### src/rtl/core/assert_macros.svh
// Assertion macros shared by the centered moving average RTL.
// Included by the modules that carry concurrent checks; depends on nothing.
`ifndef ASSERT_MACROS_SVH
`define ASSERT_MACROS_SVH

// Property that must hold at every clock edge outside reset.
`define CMA_ASSERT(label, clk, rst_n, prop) \
    label: assert property (@(posedge clk) disable iff (!rst_n) prop) \
        else $error("cma assertion failed");

// Condition that must never be true outside reset.
`define CMA_NEVER(label, clk, rst_n, expr) \
    `CMA_ASSERT(label, clk, rst_n, !(expr))

`endif

### src/rtl/core/cma_pkg.sv
// Package for the centered moving average core: widths, limits and the
// structs passed between the sequencer, the divider and the top level.
package cma_pkg;

    localparam int DATA_W         = 16;
    localparam int WL_W           = 6;
    localparam int HALF_W         = WL_W - 1;
    localparam int RING_DEPTH_DEF = 64;

    localparam logic signed [DATA_W-1:0] SAT_MAX = 16'sh7FFF;
    localparam logic signed [DATA_W-1:0] SAT_MIN = 16'sh8000;

    // One result word from the sequencer.
    typedef struct packed {
        logic                     valid;
        logic                     last;
        logic signed [DATA_W-1:0] average;
    } t_res;

    // Divider request: start strobe and the filter length.
    typedef struct packed {
        logic            start;
        logic [WL_W-1:0] divisor;
    } t_div_req;

    // Divider response: saturated quotient, valid while done is high.
    typedef struct packed {
        logic                     busy;
        logic                     done;
        logic signed [DATA_W-1:0] quotient;
    } t_div_rsp;

endpackage

### src/rtl/core/cma_smp_if.sv
// Input sample channel of the centered moving average core.
// Depends on cma_pkg.
interface cma_smp_if;
    import cma_pkg::*;

    logic                     valid;
    logic                     ready;
    logic signed [DATA_W-1:0] sample;
    logic                     last_sample;

    modport source (output valid, output sample, output last_sample, input ready);
    modport sink   (input valid, input sample, input last_sample, output ready);
endinterface

### src/rtl/core/cma_avg_if.sv
// Result channel of the centered moving average core.
// Depends on cma_pkg.
interface cma_avg_if;
    import cma_pkg::*;

    logic                     valid;
    logic                     ready;
    logic signed [DATA_W-1:0] average;
    logic                     last_result;

    modport source (output valid, output average, output last_result, input ready);
    modport sink   (input valid, input average, input last_result, output ready);
endinterface

### src/rtl/core/cma_cfg_if.sv
// Configuration write channel carrying the window length.
// Depends on cma_pkg.
interface cma_cfg_if;
    import cma_pkg::*;

    logic            valid;
    logic            ready;
    logic [WL_W-1:0] window_length;

    modport source (output valid, output window_length, input ready);
    modport sink   (input valid, input window_length, output ready);
endinterface

### src/rtl/core/cma_ring_mem.sv
// Sample ring storage: one write port, one read port, registered read data.
// Depends on cma_pkg for the sample width.
module cma_ring_mem #(
    parameter int DEPTH = cma_pkg::RING_DEPTH_DEF,
    parameter int AW    = $clog2(DEPTH)
) (
    input  logic                             i_clk,
    input  logic                             i_we,
    input  logic [AW-1:0]                    i_waddr,
    input  logic signed [cma_pkg::DATA_W-1:0] i_wdata,
    input  logic [AW-1:0]                    i_raddr,
    output logic signed [cma_pkg::DATA_W-1:0] o_rdata
);
    import cma_pkg::*;

    logic signed [DATA_W-1:0] r_mem [DEPTH];
    logic signed [DATA_W-1:0] r_rdata;

    // Write port.
    always_ff @(posedge i_clk) begin
        if (i_we) begin
            r_mem[i_waddr] <= i_wdata;
        end
    end

    // Read port: the read data is registered and appears in the cycle after its address.
    always_ff @(posedge i_clk) begin
        r_rdata <= r_mem[i_raddr];
    end

    assign o_rdata = r_rdata;
endmodule

### src/rtl/core/cma_div.sv
// Iterative restoring divider: signed window sum by the unsigned filter
// length, truncated toward zero and saturated to 16 bits. Depends on cma_pkg.
module cma_div #(
    parameter int NUM_W = 23
) (
    input  logic                    i_clk,
    input  logic                    i_rst_n,
    input  cma_pkg::t_div_req       i_req,
    input  logic signed [NUM_W-1:0] i_dividend,
    output cma_pkg::t_div_rsp       o_rsp
);
    import cma_pkg::*;

    localparam int CNT_W = $clog2(NUM_W + 1);

    logic              r_busy;
    logic              r_fin;
    logic [CNT_W-1:0]  r_cnt;
    logic              r_neg;
    logic [WL_W-1:0]   r_rem;
    logic [NUM_W-1:0]  r_q;
    logic [WL_W-1:0]   r_dvs;

    logic [NUM_W-1:0]  mag_in;
    logic [WL_W:0]     rem_sh;
    logic [WL_W:0]     rem_diff;
    logic              rem_ge;
    logic [WL_W-1:0]   rem_nxt;
    logic signed [DATA_W-1:0] quot;

    // Magnitude of the dividend; the most negative value maps correctly.
    assign mag_in = i_dividend[NUM_W-1] ? NUM_W'(-i_dividend) : NUM_W'(i_dividend);

    // One quotient bit per cycle.
    assign rem_sh   = {r_rem, r_q[NUM_W-1]};
    assign rem_ge   = rem_sh >= {1'b0, r_dvs};
    assign rem_diff = rem_sh - {1'b0, r_dvs};
    assign rem_nxt  = rem_ge ? rem_diff[WL_W-1:0] : rem_sh[WL_W-1:0];

    always_ff @(posedge i_clk) begin
        if (!i_rst_n) begin
            r_busy <= 1'b0;
            r_fin  <= 1'b0;
            r_cnt  <= '0;
        end else begin
            r_fin <= 1'b0;
            if (i_req.start) begin
                r_busy <= 1'b1;
                r_cnt  <= '0;
                r_neg  <= i_dividend[NUM_W-1];
                r_q    <= mag_in;
                r_rem  <= '0;
                r_dvs  <= i_req.divisor;
            end else if (r_busy) begin
                r_rem <= rem_nxt;
                r_q   <= {r_q[NUM_W-2:0], rem_ge};
                r_cnt <= r_cnt + 1'b1;
                if (r_cnt == CNT_W'(NUM_W - 1)) begin
                    r_busy <= 1'b0;
                    r_fin  <= 1'b1;
                end
            end
        end
    end

    // Restore the sign and saturate to the sample range.
    always_comb begin
        if (r_neg) begin
            if (r_q > NUM_W'(32768)) begin
                quot = SAT_MIN;
            end else begin
                quot = ~r_q[DATA_W-1:0] + 16'd1;
            end
        end else begin
            if (r_q > NUM_W'(32767)) begin
                quot = SAT_MAX;
            end else begin
                quot = r_q[DATA_W-1:0];
            end
        end
    end

    assign o_rsp.busy     = r_busy;
    assign o_rsp.done     = r_fin;
    assign o_rsp.quotient = quot;
endmodule

### src/rtl/core/cma_ctrl.sv
// Sequencer of the centered moving average: writes samples into the ring,
// walks each window through the memory read port and drives the divider.
// Depends on cma_pkg, cma_ring_mem's timing and assert_macros.svh.
`include "assert_macros.svh"

module cma_ctrl #(
    parameter int RING_DEPTH = cma_pkg::RING_DEPTH_DEF,
    parameter int AW         = $clog2(RING_DEPTH),
    parameter int SUM_W      = cma_pkg::DATA_W + $clog2(RING_DEPTH + 1)
) (
    input  logic                              i_clk,
    input  logic                              i_rst_n,
    input  logic [cma_pkg::WL_W-1:0]          i_window_length,
    input  logic                              i_smp_valid,
    output logic                              o_smp_ready,
    input  logic signed [cma_pkg::DATA_W-1:0] i_sample,
    input  logic                              i_last_sample,
    output cma_pkg::t_res                     o_res,
    input  logic                              i_res_ready,
    output logic                              o_mem_we,
    output logic [AW-1:0]                     o_mem_waddr,
    output logic signed [cma_pkg::DATA_W-1:0] o_mem_wdata,
    output logic [AW-1:0]                     o_mem_raddr,
    input  logic signed [cma_pkg::DATA_W-1:0] i_mem_rdata,
    output cma_pkg::t_div_req                 o_div_req,
    output logic signed [SUM_W-1:0]           o_div_dividend,
    input  cma_pkg::t_div_rsp                 i_div_rsp
);
    import cma_pkg::*;

    localparam int CW = $clog2(RING_DEPTH + 1);
    localparam int XW = ((AW > HALF_W) ? AW : HALF_W) + 1;

    typedef enum logic [2:0] {
        S_IDLE,
        S_DECIDE,
        S_START,
        S_FIRST,
        S_SUM,
        S_DIV_GO,
        S_DIV_WAIT,
        S_EMIT
    } t_state;

    t_state                  r_state;
    logic [AW-1:0]           r_head;
    logic [CW-1:0]           r_seen;
    logic                    r_first_done;
    logic [WL_W-1:0]         r_div;
    logic [HALF_W-1:0]       r_half;
    logic                    r_last;
    logic                    r_flushing;
    logic [AW-1:0]           r_o;
    logic [AW-1:0]           r_far;
    logic [AW-1:0]           r_d;
    logic                    r_issuing;
    logic                    r_acc_vld;
    logic                    r_acc_last;
    logic signed [SUM_W-1:0] r_sum;
    logic signed [DATA_W-1:0] r_avg;

    logic                    smp_acc;
    logic [WL_W-1:0]         cur_div;
    logic [XW-1:0]           o_plus_half;
    logic [XW-1:0]           seen_lim;
    logic [XW-1:0]           far_x;
    logic                    res_last;

    // Ring position that lies d samples behind the newest one.
    function automatic logic [AW-1:0] ring_idx(input logic [AW-1:0] head,
                                                input logic [AW-1:0] d);
        logic [AW+1:0] t;
        t = {2'b00, head} - {2'b00, d} - (AW+2)'(1);
        if (t[AW+1]) begin
            t = t + (AW+2)'(RING_DEPTH);
        end
        return t[AW-1:0];
    endfunction

    assign smp_acc     = i_smp_valid && (r_state == S_IDLE);
    assign o_smp_ready = (r_state == S_IDLE);
    assign cur_div     = (i_window_length == '0) ? WL_W'(1) : i_window_length;

    // Memory ports: samples are written at acceptance only, reads follow later.
    assign o_mem_we    = smp_acc;
    assign o_mem_waddr = r_head;
    assign o_mem_wdata = i_sample;
    assign o_mem_raddr = ring_idx(r_head, (r_state == S_SUM) ? r_d : r_o);

    // Far end of the window, clipped to the samples of this block.
    assign o_plus_half = XW'(r_o) + XW'(r_half);
    assign seen_lim    = XW'(r_seen) - XW'(1);
    assign far_x       = (o_plus_half < seen_lim) ? o_plus_half : seen_lim;

    // The final result of a block closes the flush, or stands alone for half 0.
    assign res_last = r_last && (r_flushing ? (r_o == '0) : (r_half == '0));

    assign o_res.valid   = (r_state == S_EMIT);
    assign o_res.last    = res_last;
    assign o_res.average = r_avg;

    assign o_div_req.start   = (r_state == S_DIV_GO);
    assign o_div_req.divisor = r_div;
    assign o_div_dividend    = r_sum;

    // Sequencer.
    always_ff @(posedge i_clk) begin
        if (!i_rst_n) begin
            r_state      <= S_IDLE;
            r_head       <= '0;
            r_seen       <= '0;
            r_first_done <= 1'b0;
            r_issuing    <= 1'b0;
            r_acc_vld    <= 1'b0;
            r_acc_last   <= 1'b0;
        end else begin
            unique case (r_state)
                S_IDLE: begin
                    if (smp_acc) begin
                        r_head <= (r_head == AW'(RING_DEPTH - 1)) ? '0 : r_head + 1'b1;
                        if (r_seen != CW'(RING_DEPTH)) begin
                            r_seen <= r_seen + 1'b1;
                        end
                        r_div   <= cur_div;
                        r_half  <= cur_div[WL_W-1:1];
                        r_last  <= i_last_sample;
                        r_state <= S_DECIDE;
                    end
                end
                S_DECIDE: begin
                    if (XW'(r_seen) > XW'(r_half)) begin
                        r_o        <= AW'(r_half);
                        r_flushing <= 1'b0;
                        r_state    <= S_START;
                    end else if (r_last) begin
                        r_o        <= AW'(r_seen - CW'(1));
                        r_flushing <= 1'b1;
                        r_state    <= S_START;
                    end else begin
                        r_state <= S_IDLE;
                    end
                end
                S_START: begin
                    // The read of the center sample is under way for the first output.
                    r_far      <= far_x[AW-1:0];
                    r_d        <= '0;
                    r_sum      <= '0;
                    r_acc_vld  <= 1'b0;
                    r_acc_last <= 1'b0;
                    if (!r_first_done) begin
                        r_state <= S_FIRST;
                    end else begin
                        r_issuing <= 1'b1;
                        r_state   <= S_SUM;
                    end
                end
                S_FIRST: begin
                    r_avg        <= i_mem_rdata;
                    r_first_done <= 1'b1;
                    r_state      <= S_EMIT;
                end
                S_SUM: begin
                    // One read issued and one word accumulated per cycle.
                    if (r_acc_vld) begin
                        r_sum <= r_sum + SUM_W'(i_mem_rdata);
                    end
                    r_acc_vld  <= r_issuing;
                    r_acc_last <= r_issuing && (r_d == r_far);
                    if (r_issuing) begin
                        if (r_d == r_far) begin
                            r_issuing <= 1'b0;
                        end else begin
                            r_d <= r_d + 1'b1;
                        end
                    end
                    if (r_acc_vld && r_acc_last) begin
                        r_state <= S_DIV_GO;
                    end
                end
                S_DIV_GO: begin
                    r_acc_vld  <= 1'b0;
                    r_acc_last <= 1'b0;
                    r_state    <= S_DIV_WAIT;
                end
                S_DIV_WAIT: begin
                    if (i_div_rsp.done) begin
                        r_avg   <= i_div_rsp.quotient;
                        r_state <= S_EMIT;
                    end
                end
                S_EMIT: begin
                    if (i_res_ready) begin
                        if (r_flushing && (r_o != '0)) begin
                            r_o     <= r_o - 1'b1;
                            r_state <= S_START;
                        end else if (!r_flushing && r_last && (r_half != '0)) begin
                            r_o        <= AW'(r_half - HALF_W'(1));
                            r_flushing <= 1'b1;
                            r_state    <= S_START;
                        end else begin
                            if (r_last) begin
                                r_seen       <= '0;
                                r_first_done <= 1'b0;
                            end
                            r_state <= S_IDLE;
                        end
                    end
                end
                default: begin
                    r_state <= S_IDLE;
                end
            endcase
        end
    end

    // A sample write never coincides with a window read.
    `CMA_NEVER(a_no_rw_overlap, i_clk, i_rst_n, o_mem_we && r_issuing)
    // The sample count saturates at the ring depth.
    `CMA_ASSERT(a_seen_range, i_clk, i_rst_n, r_seen <= CW'(RING_DEPTH))
    // The divider is only started when it is free.
    `CMA_NEVER(a_div_free, i_clk, i_rst_n, o_div_req.start && i_div_rsp.busy)
    // Handing over the final word of a block rewinds the block state.
    `CMA_ASSERT(a_block_end, i_clk, i_rst_n,
        (o_res.valid && i_res_ready && o_res.last) |=> (r_seen == '0 && !r_first_done))
endmodule

### src/rtl/core/centered_moving_average_core.sv
// Channel   | Dir | Word                              | Handshake
// i_smp     | in  | sample (s16), last_sample         | valid/ready
// i_cfg     | in  | window_length (u6)                | valid/ready, always ready
// o_avg     | out | average (s16), last_result        | valid/ready, output register
//
// A sample with no result holds the input through the decide state. The first result
// of a block is a sample read straight from the ring, without the divider; any other
// result sums its window through the memory read port (one sample per cycle) and is
// then divided by the bit-serial divider over SUM_W bits (SUM_W = 23 at depth 64).
// Reset is synchronous, active low; the sample ring needs no clearing pass.
// A result waits in the output register while the next sample is taken.
module centered_moving_average_core #(
    parameter int RING_DEPTH = cma_pkg::RING_DEPTH_DEF
) (
    input  logic           i_clk,
    input  logic           i_rst_n,
    cma_smp_if.sink        i_smp,
    cma_cfg_if.sink        i_cfg,
    cma_avg_if.source      o_avg
);
    import cma_pkg::*;

    localparam int AW    = $clog2(RING_DEPTH);
    localparam int SUM_W = DATA_W + $clog2(RING_DEPTH + 1);

    logic [WL_W-1:0]          r_window_length;
    logic                     r_out_valid;
    logic                     r_out_last;
    logic signed [DATA_W-1:0] r_out_avg;

    t_res                     res;
    logic                     res_ready;
    logic                     mem_we;
    logic [AW-1:0]            mem_waddr;
    logic signed [DATA_W-1:0] mem_wdata;
    logic [AW-1:0]            mem_raddr;
    logic signed [DATA_W-1:0] mem_rdata;
    t_div_req                 div_req;
    t_div_rsp                 div_rsp;
    logic signed [SUM_W-1:0]  div_dividend;

    // Configuration register.
    assign i_cfg.ready = 1'b1;

    always_ff @(posedge i_clk) begin
        if (!i_rst_n) begin
            r_window_length <= WL_W'(1);
        end else if (i_cfg.valid) begin
            r_window_length <= i_cfg.window_length;
        end
    end

    // Output register: takes a new word when empty or being drained.
    assign res_ready = !r_out_valid || o_avg.ready;

    always_ff @(posedge i_clk) begin
        if (!i_rst_n) begin
            r_out_valid <= 1'b0;
        end else begin
            if (res_ready) begin
                r_out_valid <= res.valid;
            end
            if (res_ready && res.valid) begin
                r_out_avg  <= res.average;
                r_out_last <= res.last;
            end
        end
    end

    assign o_avg.valid       = r_out_valid;
    assign o_avg.average     = r_out_avg;
    assign o_avg.last_result = r_out_last;

    cma_ctrl #(
        .RING_DEPTH (RING_DEPTH),
        .AW         (AW),
        .SUM_W      (SUM_W)
    ) u_ctrl (
        .i_clk           (i_clk),
        .i_rst_n         (i_rst_n),
        .i_window_length (r_window_length),
        .i_smp_valid     (i_smp.valid),
        .o_smp_ready     (i_smp.ready),
        .i_sample        (i_smp.sample),
        .i_last_sample   (i_smp.last_sample),
        .o_res           (res),
        .i_res_ready     (res_ready),
        .o_mem_we        (mem_we),
        .o_mem_waddr     (mem_waddr),
        .o_mem_wdata     (mem_wdata),
        .o_mem_raddr     (mem_raddr),
        .i_mem_rdata     (mem_rdata),
        .o_div_req       (div_req),
        .o_div_dividend  (div_dividend),
        .i_div_rsp       (div_rsp)
    );

    cma_ring_mem #(
        .DEPTH (RING_DEPTH),
        .AW    (AW)
    ) u_ring (
        .i_clk   (i_clk),
        .i_we    (mem_we),
        .i_waddr (mem_waddr),
        .i_wdata (mem_wdata),
        .i_raddr (mem_raddr),
        .o_rdata (mem_rdata)
    );

    cma_div #(
        .NUM_W (SUM_W)
    ) u_div (
        .i_clk      (i_clk),
        .i_rst_n    (i_rst_n),
        .i_req      (div_req),
        .i_dividend (div_dividend),
        .o_rsp      (div_rsp)
    );
endmodule
### src/flat_wrapper.sv
// flat-port wrapper written by rule: the top's interface ports become plain ports
module centered_moving_average_core_flat import cma_pkg::*;
#(
    parameter int RING_DEPTH = cma_pkg::RING_DEPTH_DEF
)
  (i_clk, i_rst_n, i_smp_valid, i_smp_sample, i_smp_last_sample, i_smp_ready, i_cfg_valid, i_cfg_window_length, i_cfg_ready, o_avg_valid, o_avg_average, o_avg_last_result, o_avg_ready);
  cma_smp_if i_smp_i ();
  cma_cfg_if i_cfg_i ();
  cma_avg_if o_avg_i ();
  input  logic i_clk;
  input  logic i_rst_n;
  input wire logic [$bits(i_smp_i.valid)-1:0] i_smp_valid;
  input wire logic [$bits(i_smp_i.sample)-1:0] i_smp_sample;
  input wire logic [$bits(i_smp_i.last_sample)-1:0] i_smp_last_sample;
  output wire logic [$bits(i_smp_i.ready)-1:0] i_smp_ready;
  input wire logic [$bits(i_cfg_i.valid)-1:0] i_cfg_valid;
  input wire logic [$bits(i_cfg_i.window_length)-1:0] i_cfg_window_length;
  output wire logic [$bits(i_cfg_i.ready)-1:0] i_cfg_ready;
  output wire logic [$bits(o_avg_i.valid)-1:0] o_avg_valid;
  output wire logic [$bits(o_avg_i.average)-1:0] o_avg_average;
  output wire logic [$bits(o_avg_i.last_result)-1:0] o_avg_last_result;
  input wire logic [$bits(o_avg_i.ready)-1:0] o_avg_ready;
  assign i_smp_i.valid = i_smp_valid;
  assign i_smp_i.sample = i_smp_sample;
  assign i_smp_i.last_sample = i_smp_last_sample;
  assign i_smp_ready = i_smp_i.ready;
  assign i_cfg_i.valid = i_cfg_valid;
  assign i_cfg_i.window_length = i_cfg_window_length;
  assign i_cfg_ready = i_cfg_i.ready;
  assign o_avg_valid = o_avg_i.valid;
  assign o_avg_average = o_avg_i.average;
  assign o_avg_last_result = o_avg_i.last_result;
  assign o_avg_i.ready = o_avg_ready;
  centered_moving_average_core #(.RING_DEPTH(RING_DEPTH)) u_core (.i_clk(i_clk), .i_rst_n(i_rst_n), .i_smp(i_smp_i), .i_cfg(i_cfg_i), .o_avg(o_avg_i));
endmodule
### config.mk
export PLATFORM = sky130hd
export DESIGN_NAME = centered_moving_average_core_flat
export DESIGN_NICKNAME = d
export VERILOG_FILES = /design/src/rtl/core/cma_pkg.sv /design/src/rtl/core/cma_smp_if.sv /design/src/rtl/core/cma_avg_if.sv /design/src/rtl/core/cma_cfg_if.sv /design/src/rtl/core/cma_ring_mem.sv /design/src/rtl/core/cma_div.sv /design/src/rtl/core/cma_ctrl.sv /design/src/rtl/core/centered_moving_average_core.sv /design/src/flat_wrapper.sv
export VERILOG_INCLUDE_DIRS = /design/src /design/src/rtl/core
export SDC_FILE = /design/constraint.sdc
export NUM_CORES = 2
export LEC_CHECK = 0
export ABC_AREA = 1
export BUFFER_PORTS_ARGS = -buffer_cell sky130_fd_sc_hd__buf_4
export CAP_MARGIN = 40
export CORE_ASPECT_RATIO = 1.1
export CORE_MARGIN = 5
export CORE_UTILIZATION = 56
export CTS_BUF_LIST = sky130_fd_sc_hd__clkbuf_8
export DETAILED_ROUTE_END_ITERATION = 8
export PLACE_DENSITY_LB_ADDON = 0.15
export SKIP_LAST_GASP = 1
export SLEW_MARGIN = 25
export SYNTH_ARGS = -nofsm -noshare
export SYNTH_HDL_FRONTEND = slang
export SYNTH_HIERARCHICAL = 1
export SYNTH_SLANG_ARGS = --single-unit
### constraint.sdc
create_clock -name i_clk -period 4.1 [get_ports i_clk]
set_input_delay 0.41 -clock i_clk [delete_from_list [all_inputs] [get_ports i_clk]]
set_output_delay 0.41 -clock i_clk [all_outputs]
set_load 0.01 [all_outputs]
Word-level counts from Yosys, hierarchy flattened

Memories as Yosys holds them, arrays and structs flattened. A register that Yosys moved wholly into a read port is not among the register bits.
Cells that the tools add are included.

Bits in latches: 0
RAM bits: 1,024
Memories: 1
Input port bits: 28
Output and inout bits: 20
Memory bits (read-only): 0
Register bits after elaboration: 152
Word-level logic and storage cells: 185

Eq/ne operators: 26
Bitwise operators: 3
$add $sub $neg: 15
Mux-type cells: 66
Multiply operators: 0
$lt $le $gt $ge: 5
Shift-type cells: 0
Reduce and logical (&&, ||, !) cells: 42
Div/mod/pow operators: 0

Memories:

| memory              | depth | width | rd ports | clocked after Yosys merged registers in | write ports | RTL line           | text |
|---|---|---|---|---|---|---|---|
| u_core.u_ring.r_mem | 64    | 16    | 1        | 1                                       | 1           | cma_ring_mem.sv:16 | `logic signed [DATA_W-1:0] r_mem [DEPTH];` |

Operators by type and width:

| cell                                                             | number |
|---|---|
| 2-to-1 mux 23 bit                                                | 4 |
| 2-to-1 mux 6 bit                                                 | 13 |
| 2-to-1 mux 16 bit                                                | 4 |
| one-hot mux 23 bit (2 select lines)                              | 1 |
| 2-to-1 mux 7 bit                                                 | 6 |
| one-hot mux 16 bit (2 select lines)                              | 1 |
| one-hot mux 3 bit (8 select lines)                               | 1 |
| one-hot mux 6 bit (2 select lines)                               | 2 |
| adder 23 x 16 -> 23 bit                                          | 1 |
| greater-than comparator 23 x 15 -> 1 bit (second input constant) | 1 |
| greater-than comparator 23 x 16 -> 1 bit (second input constant) | 1 |
| negation 23 bit                                                  | 1 |
| != test 2 bit (second input constant)                            | 10 |
| 2-to-1 mux 1 bit                                                 | 19 |
| adder 6 x 1 -> 6 bit (second input constant)                     | 3 |
| adder 16 x 1 -> 16 bit (second input constant)                   | 1 |
| inverter 16 bit                                                  | 1 |
| 2-to-1 mux 3 bit                                                 | 5 |
| one-hot mux 7 bit (2 select lines)                               | 1 |
| nonzero test 2 bit                                               | 7 |
| equality test 3 bit (second input constant)                      | 4 |
| zero test 6 bit                                                  | 2 |
| AND reduction 2 bit                                              | 6 |
| one-hot mux 1 bit (2 select lines)                               | 5 |
| 36 further kinds                                                 | 57 |

Logic depth before layout (Yosys ltp)

Word-level depth: 7
Gate-level depth with buffers: 24
Mapped depth without buffers: 22

Hierarchy

The synthesis kept the hierarchy.

By module, submodules not included:

| module                       | times used | cells each | area an instance (um^2) | seq. area each (um^2) |
|---|---|---|---|---|
| cma_ring_mem                 | 1          | 3,534      | 42,140.4                | 31,069.8 |
| cma_ctrl                     | 1          | 853        | 6,432.4                 | 2,352.3 |
| cma_div                      | 1          | 506        | 3,457.1                 | 1,221.2 |
| centered_moving_average_core | 1          | 64         | 817.0                   | 650.6 |

Worst setup path after synthesis

No wires, ideal clock.

Kind: flip-flop to flip-flop
Start point: register u_core.u_ctrl.r_state[1]
End point: register u_core.u_ring.r_rdata[12] (netlist: u_core/u_ring/o_rdata[12]), read port of u_core.u_ring.r_mem
Path buffers: 3
Slack: 0.965 ns
Cell stages (with the launch flop): 21
Period minus slack after synthesis: 3.135 ns
Data required time: 4.042 ns
Setup time: 0.058 ns
Arrival time: 3.077 ns
Cell sequence: dfxtp_1 > inv_1 > nand2_1 > nor2_4 > clkbuf_1 > o21bai_1 > inv_1 > ha_1 > inv_1 > fa_1 > inv_1 > ha_1 > xor2_1 > clkbuf_1 > clkbuf_1 > nand3_1 > nand2_1 > nand2_1 > nand3_1 > nand3_1 > nand2_1

Cells in the longest elaborated chain, start to end: 6

RTL lines:

| what                        | RTL line                           | text |
|---|---|---|
| start: declaration          | cma_ctrl.sv:45                     | `t_state r_state;` |
| start signal: assignment    | cma_ctrl.sv:109                    | `r_state <= S_IDLE;` |
| start signal: assignment    | cma_ctrl.sv:127                    | `r_state <= S_DECIDE;` |
| start signal: assignment    | cma_ctrl.sv:134                    | `r_state <= S_START;` |
| equality test 3 bit *       | cma_ctrl.sv:88                     | `assign o_mem_raddr = ring_idx(r_head, (r_state == S_SUM) ? r_d : r_o);` |
| 2-to-1 mux 6 bit *          | cma_ctrl.sv:88                     |  |
| subtractor 6 x 6 -> 7 bit * | cma_ctrl.sv:73                     | `t = {2'b00, head} - {2'b00, d} - (AW+2)'(1);` |
| subtractor 7 x 2 -> 8 bit * | cma_ctrl.sv:73                     |  |
| adder 6 x 1 -> 6 bit        | cma_ctrl.sv:75                     | `t = t + (AW+2)'(RING_DEPTH);` |
| 2-to-1 mux 6 bit *          | cma_ctrl.sv:74                     | `if (t[AW+1]) begin` |
| via u_core.mem_raddr[2]     | centered_moving_average_core.sv:36 | `logic [AW-1:0] mem_raddr;` |
| end: declaration            | cma_ring_mem.sv:17                 | `logic signed [DATA_W-1:0] r_rdata;` |

The timed path passes the listed nets; every way through them passes the cells marked *.
A chain may end at the register's enable or synchronous reset.

Worst setup path after layout

Start point: register u_core.u_ctrl.r_state[1]
End point: register u_core.u_ring.r_rdata[1] (netlist: u_core/u_ring/o_rdata[1]), read port of u_core.u_ring.r_mem

The elaborated chain is that of the path after synthesis.

==> flow_metrics.py <==
metrics = {
    "status": {
        "status": "finished clean",
    },
    "sta": {
        "rsz0062_at_grt": "true",
        "fin_crit_ns": 3.99,
        "finClkSkew_ns": 0.0348,
        "fmax_mhz": 251,
        "finalHoldViolCount": 0,
        "slew_headroom": 0.187,
        "min_period_over_period": 0.973,
        "setup_viol": 0,
        "slew_violations": 0,
        "tightest_slew_ns": 1.22,
    },
    "worst_hold_path": {
        "min-delay-path-class": "in -> reg",
        "hold_path_end": "u_core/u_ring/r_mem[23][2]",
        "worstHoldStart": "i_smp_sample[2]",
        "min_path_cells": 1,
    },
    "clock_network": {
        "cts_sinks": 1192,
        "clockRootBuffer": "clkbuf_8",
        "cts_tree": "yes",
        "cts_buffer_depth": 3,
        "htree_levels": 4,
        "numCtsBuffers": 187,
        "clk_latency_ns": 0.87,
        "path_clk_slew_ns": 0.07,
    },
    "yosys": {
        "ys_warn_count": 6,
        "syn_nets": 5049,
        "synthCells": 4956,
        "avgSynthCellArea_um2": 10.7,
        "syn_area_mm2": 0.0528,
    },
    "critical_path": {
        "crit_cells": 22,
        "crit_path_end_kind": "register",
        "reg2regPathDepth": 22,
        "cp_max_fo": 27,
        "path_buf_inv": 9,
        "path_cells": "inv_1 -> nand2_1 -> nor2_4 -> buf_4 -> o21bai_1 -> inv_1 -> ha_4 -> inv_1 -> fa_1 -> inv_1 -> ha_1 -> inv_8 -> inv_12 -> buf_16 -> buf_16 -> nand3_1 -> nand3_1 -> nand2_1 -> nand2_1 -> nand3_1 -> nand3_1 -> nand2_1",
        "cpPeakStageDelay_ns": 0.51,
        "cp_data_arrival_time_ns": 4.71,
        "crit_path_top_delay_cell": "fa_1",
        "regToRegSetupSlack_ns": 0.11,
        "start_kind": "register",
        "r2r_start": "u_core/u_ctrl/r_state[1]",
        "r2r-end": "u_core/u_ring/o_rdata[1]",
        "required_ns": 4.82,
        "path_delay_family": "buffers and inverters",
        "critical_path_class": "reg -> reg",
    },
    "global_routing": {
        "grt_pass1_vias": 35300,
        "globalRouteTotalUtil": 0.279,
        "grt_max_degree": 203,
        "antenna_found_initial": 1,
        "grt_pass1_wl_um": 214000,
        "grt.overflow.total": 0,
    },
    "power_and_ir_drop": {
        "ir_worst_vdd_v": 0.000396,
        "p_total_mw": 32.9,
        "leakagePower_nw": 22.5,
        "powerDensity_mw_per_mm2": 560,
    },
    "run": {
        "drv_cap": 0,
    },
    "finish": {
        "design_area_mm2": 0.0587,
        "ff_latch_area_mm2": 0.0353,
        "multi_input_area_mm2": 0.0152,
        "drive_above_1_share": 0.0983,
        "fillers": 7570,
        "nets": 5190,
        "areaGrowthSynthToFinish_pct": 11.1,
    },
    "routing": {
        "drc": 0,
        "routed_via_density": 5.73,
        "via_count": 37300,
        "initialDrtViolationCount": 4181,
        "dr.pass1.iters": 6,
        "ant_nets": 0,
        "wire_per_inst_um": 22.1,
        "routed_wl_um": 144000,
    },
    "floorplanning": {
        "chipHeight_um": 332,
        "die_x_um": 303,
        "rows": 118,
        "core-area_mm2": 0.0939,
        "pin_count": 48,
        "dieArea_mm2": 0.101,
        "start_util": 0.563,
    },
    "place": {
        "place_area_mm2": 0.0546,
        "place_hpwl_um": 82900,
        "io_buffers": 46,
        "gp_congestion": 0.891,
    },
}
layout make-up:
| type | count | share of cell area |
|---|---|---|
| tap | 1260 | 0.0268 |
| inverter | 199 | 0.0135 |
| clock buffer | 204 | 0.0478 |
| clock inverter | 136 | 0.0113 |
| antenna | 2 | 0.0000852 |
| timing repair buffer | 223 | 0.0399 |
| sequential | 1192 | 0.601 |
| multi-input combinational | 3294 | 0.260 |
metal layers:
| layer | vias up | global-route usage | wire, um |
|---|---|---|---|
| li1 | 17400 | - | - |
| met2 | 1577 | 0.451 | 69600 |
| met5 | - | 0 | 0 |
| met4 | 0 | 0.0973 | 4310 |
| met3 | 235 | 0.0465 | 11000 |
| met1 | 18100 | 0.386 | 59100 |
where the power goes:
part           switching, mW  internal (mW)  total, mW
sequential             0.312           13.5       13.9
combinational           6.70           3.03       9.73
clock                   4.61           4.70       9.31
registers in the layout, indices dropped and copies added, names as in the netlist, 3 cells and up:
| signal | flops |
|---|---|
| u_core/u_ctrl/o_div_dividend | 23 |
| u_core/u_ring/o_rdata | 16 |
| u_core/u_ctrl/o_mem_waddr | 6 |
| u_core/u_ctrl/r_d | 6 |
| u_core/u_ctrl/r_avg | 16 |
| u_core/u_ring/r_mem | 1024 |
| u_core/u_ctrl/r_div | 6 |
| u_core/u_div/r_rem | 6 |
| u_core/u_div/r_cnt | 5 |
| u_core/u_ctrl/r_o | 6 |
| u_core/o_avg.average | 16 |
| u_core/u_ctrl/r_state | 3 |
| u_core/u_div/r_q | 23 |
| u_core/r_window_length | 6 |
| u_core/u_div/r_dvs | 6 |
| u_core/u_ctrl/r_far | 6 |
| u_core/u_ctrl/r_seen | 7 |
worst max-delay path by stage:
stage	startpoint	end
after floorplan	u_core/u_ctrl/r_state[1]	u_core/u_ring/o_rdata[12]
after global placement	u_core/u_ctrl/r_state[0]	u_core/u_ring/o_rdata[12]
after detailed placement	u_core/u_ctrl/r_state[1]	u_core/u_ring/o_rdata[12]
after CTS	u_core/u_ctrl/r_state[1]	u_core/u_ring/o_rdata[5]
after global routing	u_core/u_ctrl/r_state[0]	u_core/u_ring/o_rdata[2]
final	u_core/u_ctrl/r_state[1]	u_core/u_ring/o_rdata[1]
cells in the final DEF, fill, tap and decap left out, types with 18 or more instances in the layout:
cell / n
inv_1: 248
nand4_1: 23
clkinv_1: 46
buf_4: 148
edfxtp_1: 1142
xor2_1: 28
a21oi_1: 77
dlygate4sd3_1: 30
nand3_2: 18
buf_12: 28
clkbuf_8: 204
dfxtp_1: 50
nor2_1: 227
o21ai_0: 77
nand2_1: 1689
nand3_1: 958
nor3_1: 22
ha_1: 60
through the flow:
step            util  std cells  worst slack, ns  setup TNS, ns  hold slack (ns)
2_1_floorplan      -       4956            0.965              0            0.400
3_3_place_gp   0.581       6126           -0.144         -0.497            0.405
3_5_place_dp   0.581       6127           -0.128         -0.444            0.405
4_1_cts        0.622       6496          0.00214              0           0.0703
5_1_grt        0.625       6509          -0.0187        -0.0187           0.0138
6_report       0.625       6510            0.113              0           0.0423
what timing repair did:
action / 4_1_cts / 5_1_grt
hold buffers: 28 / 2
cloned: 1 / 4
gates resized for setup: 6 / 25
endpoints found under the hold margin: 18 / 27
pin swaps: 0 / 2
endpoints found under the setup margin: 9 / 16
buffers inserted: 0 / 1
Note: power is estimated with default switching activity, not from simulation.
